**src/hdl/rmbm_pkg.sv**
```systemverilog
// shared constants, codes and the decoded request struct of the region mapped byte memory
// no dependencies; used by the interfaces and every module of the block
`timescale 1ns / 1ps
`default_nettype none

package rmbm_pkg;

	localparam int OFFSET_BITS   = 20;
	localparam int REGION_SHIFT  = 20;
	localparam int REGION_W      = 12;
	localparam int DATA_W        = 32;
	localparam int LANES         = 4;

	localparam logic [REGION_W-1:0] REGION_PROGRAM = 12'h004;
	localparam logic [REGION_W-1:0] REGION_DATA    = 12'h100;
	localparam logic [REGION_W-1:0] REGION_STACK   = 12'h7FF;

	// bank index inside the one-hot bank select
	localparam int BANK_PROGRAM = 0;
	localparam int BANK_DATA    = 1;
	localparam int BANK_STACK   = 2;
	localparam int BANKS        = 3;

	localparam logic [1:0] SIZE_BYTE    = 2'd0;
	localparam logic [1:0] SIZE_HALF    = 2'd1;
	localparam logic [1:0] SIZE_WORD    = 2'd2;
	localparam logic [1:0] SIZE_INVALID = 2'd3;

	localparam logic [1:0] ERR_OK       = 2'd0;
	localparam logic [1:0] ERR_UNMAPPED = 2'd1;
	localparam logic [1:0] ERR_SIZE     = 2'd2;

	localparam logic FUNC_READ  = 1'b0;
	localparam logic FUNC_WRITE = 1'b1;

	typedef struct packed {
		logic [BANKS-1:0]  bank_sel;  // one-hot, zero when the access is rejected
		logic              wr;
		logic [LANES-1:0]  be;        // be[j] covers bits 8j+7:8j
		logic [DATA_W-1:0] wdata;     // data already placed on its byte lanes
		logic [1:0]        err;
		logic [1:0]        size;
		logic [1:0]        lane;      // aligned byte offset inside the word
	} req_t;

endpackage

`default_nettype wire

```
**src/hdl/rmbm_decode.sv**
```systemverilog
// request decode: size and region checks, alignment, byte enables and lane placement
// depends on rmbm_pkg
`timescale 1ns / 1ps
`default_nettype none

module rmbm_decode #(
	parameter int OFFSET_BITS = rmbm_pkg::OFFSET_BITS,
	localparam int ROW_W = (OFFSET_BITS > 2) ? (OFFSET_BITS - 2) : 1
) (
	input  wire logic                        func,
	input  wire logic [rmbm_pkg::DATA_W-1:0] address,
	input  wire logic [rmbm_pkg::DATA_W-1:0] write_data,
	input  wire logic [1:0]                  access_size,
	output rmbm_pkg::req_t                   req,
	output logic [ROW_W-1:0]                 row
);

	logic [rmbm_pkg::REGION_W-1:0] region;
	logic [rmbm_pkg::BANKS-1:0]    sel;

	assign region = address[rmbm_pkg::REGION_SHIFT +: rmbm_pkg::REGION_W];

	// address bits between the offset and the region are ignored
	generate
		if (OFFSET_BITS > 2) begin : g_row
			assign row = address[OFFSET_BITS-1:2];
		end else begin : g_row_one
			assign row = '0;
		end
	endgenerate

	always_comb begin
		unique case (region)
			rmbm_pkg::REGION_PROGRAM: sel = rmbm_pkg::BANKS'(1) << rmbm_pkg::BANK_PROGRAM;
			rmbm_pkg::REGION_DATA:    sel = rmbm_pkg::BANKS'(1) << rmbm_pkg::BANK_DATA;
			rmbm_pkg::REGION_STACK:   sel = rmbm_pkg::BANKS'(1) << rmbm_pkg::BANK_STACK;
			default:                  sel = '0;
		endcase
	end

	always_comb begin
		req.wr   = func == rmbm_pkg::FUNC_WRITE;
		req.size = access_size;
		if (access_size == rmbm_pkg::SIZE_INVALID) begin
			req.err = rmbm_pkg::ERR_SIZE;
		end else if (sel == '0) begin
			req.err = rmbm_pkg::ERR_UNMAPPED;
		end else begin
			req.err = rmbm_pkg::ERR_OK;
		end
		req.bank_sel = (req.err == rmbm_pkg::ERR_OK) ? sel : '0;

		// big-endian: byte offset 0 of a row sits in bits 31:24
		unique case (access_size)
			rmbm_pkg::SIZE_BYTE: begin
				req.lane  = address[1:0];
				req.be    = rmbm_pkg::LANES'(1) << (~address[1:0]);
				req.wdata = {4{write_data[7:0]}};
			end
			rmbm_pkg::SIZE_HALF: begin
				req.lane  = {address[1], 1'b0};
				req.be    = address[1] ? 4'b0011 : 4'b1100;
				req.wdata = {2{write_data[15:0]}};
			end
			rmbm_pkg::SIZE_WORD: begin
				req.lane  = 2'b00;
				req.be    = 4'b1111;
				req.wdata = write_data;
			end
			default: begin
				req.lane  = 2'b00;
				req.be    = 4'b0000;
				req.wdata = write_data;
			end
		endcase
	end

endmodule

`default_nettype wire

```
**config.mk**
```make
export PLATFORM = sky130hd
export DESIGN_NAME = rmbm_decode
export DESIGN_NICKNAME = d
export VERILOG_FILES = /design/src/hdl/rmbm_pkg.sv /design/src/hdl/rmbm_decode.sv
export SDC_FILE = /design/constraint.sdc
export NUM_CORES = 1
export LEC_CHECK = 0
export ABC_AREA = 1
export ABC_CLOCK_PERIOD_IN_PS = 1800
export BUFFER_PORTS_ARGS = -buffer_cell sky130_fd_sc_hd__buf_2
export CAP_MARGIN = 10
export CORE_UTILIZATION = 30
export DETAILED_ROUTE_END_ITERATION = 7
export GPL_TIMING_DRIVEN = 0
export PLACE_DENSITY = 0.91
export SYNTH_ARGS = -nofsm -noshare
export SYNTH_HDL_FRONTEND = slang
export SYNTH_SLANG_ARGS = --single-unit
```
**constraint.sdc**
```tcl
create_clock -name vclk -period 1.8
set_clock_uncertainty 0.05 [all_clocks]
set_input_delay 0.18 -clock vclk [all_inputs]
set_output_delay 0.18 -clock vclk [all_outputs]
set_load 0.05 [all_outputs]
```
==> flow_summary.json <==
{
  "highest_layer": "met3",
  "synth_nets": 217,
  "synthXorXnorAreaFrac_pct": 0,
  "ys_seq_area_share_pct": 0,
  "antenna_found_initial": 0,
  "rows": 17,
  "cts_setup_buffers": 0,
  "via_per_inst": 4.348,
  "n_antenna_cell": 0,
  "drtAntennaViolNets": 0,
  "hold_viol": 0,
  "cp-start-kind": "primary input",
  "layout.cells.non_filler": 290,
  "initial_utilization_pct": 32.90,
  "max_stage_delay_ns": 0.30,
  "hold_buffers": 0,
  "grt_pass1_vias": 1025,
  "hold_depth": 2,
  "fin_tns_setup_ns": 0,
  "ios": 131,
  "die_area_um2": 2724,
  "synth_top_family_by_area": "buffers and inverters",
  "first_iter_violations": 12,
  "wire_per_inst_um": 9.028,
  "wl_met2_mm": 1.418,
  "fmax_mhz": 706.9,
  "cp_cell_sequence": "buf_2 -> inv_1 -> buf_4 -> nand2_2 -> o211ai_1 -> buf_2",
  "cp_data_required_time_ns": 1.57,
  "nFillCells": 238,
  "synth_compound_area_share_pct": 16.56,
  "hold_class": "primary input to output port",
  "grt_max_degree": 11,
  "drt-total-wl_mm": 2.618,
  "chipWidth_um": 52.19,
  "coreArea_um2": 2297,
  "cp_max_fo": 10,
  "path_class": "primary input to output port",
  "n_clock_buffer": 0,
  "synthSimpleGateAreaFrac_pct": 41.72,
  "crit_path_end_kind": "output port",
  "yosysTopAreaCell": "buf_4",
  "p_leak_nw": 0.9042,
  "cap_violations": 0,
  "synth_area_leaders": "buf_4 32%, nand2_1 28%, inv_1 8.4%, o211ai_1 7.9%, nor2_1 7.5%",
  "slew_viol_final": 0,
  "crit_slowest_cell": "buf_2",
  "seq_cell_count": 0,
  "slew_headroom_pct": 82.44,
  "syn-instance-count": 150,
  "synth_mux_area_share_pct": 0,
  "status": "finished, final reports clean",
  "vias": 1261,
  "track_usage_pct": 18.20,
  "syn_area_um2": 755.7,
  "syn_to_final_growth_pct": 79.47,
  "peakVddDrop_mv": 0.3237,
  "period_share_pct": 78.59,
  "seq_area_um2": 0,
  "setup_violations": 0,
  "layout_min_cycle_time_ns": 1.415,
  "rsz0062_at_grt": "no",
  "drive_gt1_share_pct": 57.25,
  "nets": 331,
  "synth_commonest_cells": "57 x nand2_1, 32 x buf_4, 17 x inv_1",
  "cts_resized": 0,
  "portBuffers": 112,
  "worst_slew_pin_slew_ns": 0.2652,
  "grt_pass1_wl_mm": 3.988,
  "grt.overflow.total": 0,
  "firstDrtPassIters": 4,
  "yosysMostFrequentCell": "nand2_1",
  "power_density_nw_per_um2": 458.9,
  "gp_congestion": 0.6738,
  "synth_fa_ha_area_share_pct": 0,
  "cp_common_cell": "buf_2",
  "die_y_um": 52.19,
  "synth_top_area_share_pct": 31.79,
  "drcViolationCount": 0,
  "wl_met1_um": 946,
  "crit_arrival_ns": 1.18,
  "synth-warning-count": 0,
  "dp_cells": 290,
  "synth_area_per_cell_um2": 5.038,
  "yosysUniqueCellTypes": 14,
  "wl_met3_um": 252,
  "hpwl_mm": 2.259
}
[layout make-up]
class | count | area [um^2] | share of cell area (%)
Multi-Input combinational cell | 100 | 445.4 | 32.84
Inverter | 17 | 63.81 | 4.705
Tap cell | 28 | 35.03 | 2.583
Timing Repair Buffer | 112 | 560.5 | 41.33
Buffer | 33 | 251.5 | 18.54
[placed cells by master, fill, tap and decap left out, drive strengths merged]
cell	n
nand2	58
o211ai	8
buf	145
nor2	17
nor3	2
inv	17
o21ai	13
or2	1
nand3	1
[layer usage]
layer,global-route usage [%],vias to the layer above
met5,0,-
met4,0.4386,0
met3,1.159,0
met2,38.89,73
met1,19.93,530
li1,-,658
[path summary, 6_finish.rpt]
check	from	end	slack (ns)
max	access_size[1]	req[30]	0.39
min	address[11]	row[9]	0.61
[where the power goes]
part	internal (W)	switching (W)
clock	0	0
combinational	0.000175	0.000447
sequential	0	0
[cell families after synthesis]
family	count (synthesis)
and+or+nand+nor	79
buffers and inverters	50
AOI/OAI and AO/OA	21
[per-stage QoR]
| stage | instance area [um^2] | setup WS [ns] | utilization [%] | hold WS, ns | power [W] |
|---|---|---|---|---|---|
| after floorplan | 760.7 | -0.06575 | - | 0.4111 | 0.0004677 |
| after global routing | 1356 | 0.2366 | 59.04 | 0.6133 | 0.0006604 |
| final | 1356 | 0.3854 | 59.04 | 0.6116 | 0.0006224 |
| after global placement | 1356 | 0.3936 | 59.04 | 0.6111 | 0.0006200 |
| after detailed placement | 1356 | 0.3737 | 59.04 | 0.6121 | 0.0006246 |
| after CTS | 1356 | 0.3676 | 59.04 | 0.6119 | 0.0006259 |
[worst max-delay path, delay by kind of cell]
| family | cells | cell delay, ns |
|---|---|---|
| AOI/OAI and AO/OA | 1 | 0.19 |
| buffers and inverters | 4 | 0.67 |
| and+or+nand+nor | 1 | 0.15 |
No activity file was read; power rests on OpenSTA's default activity.
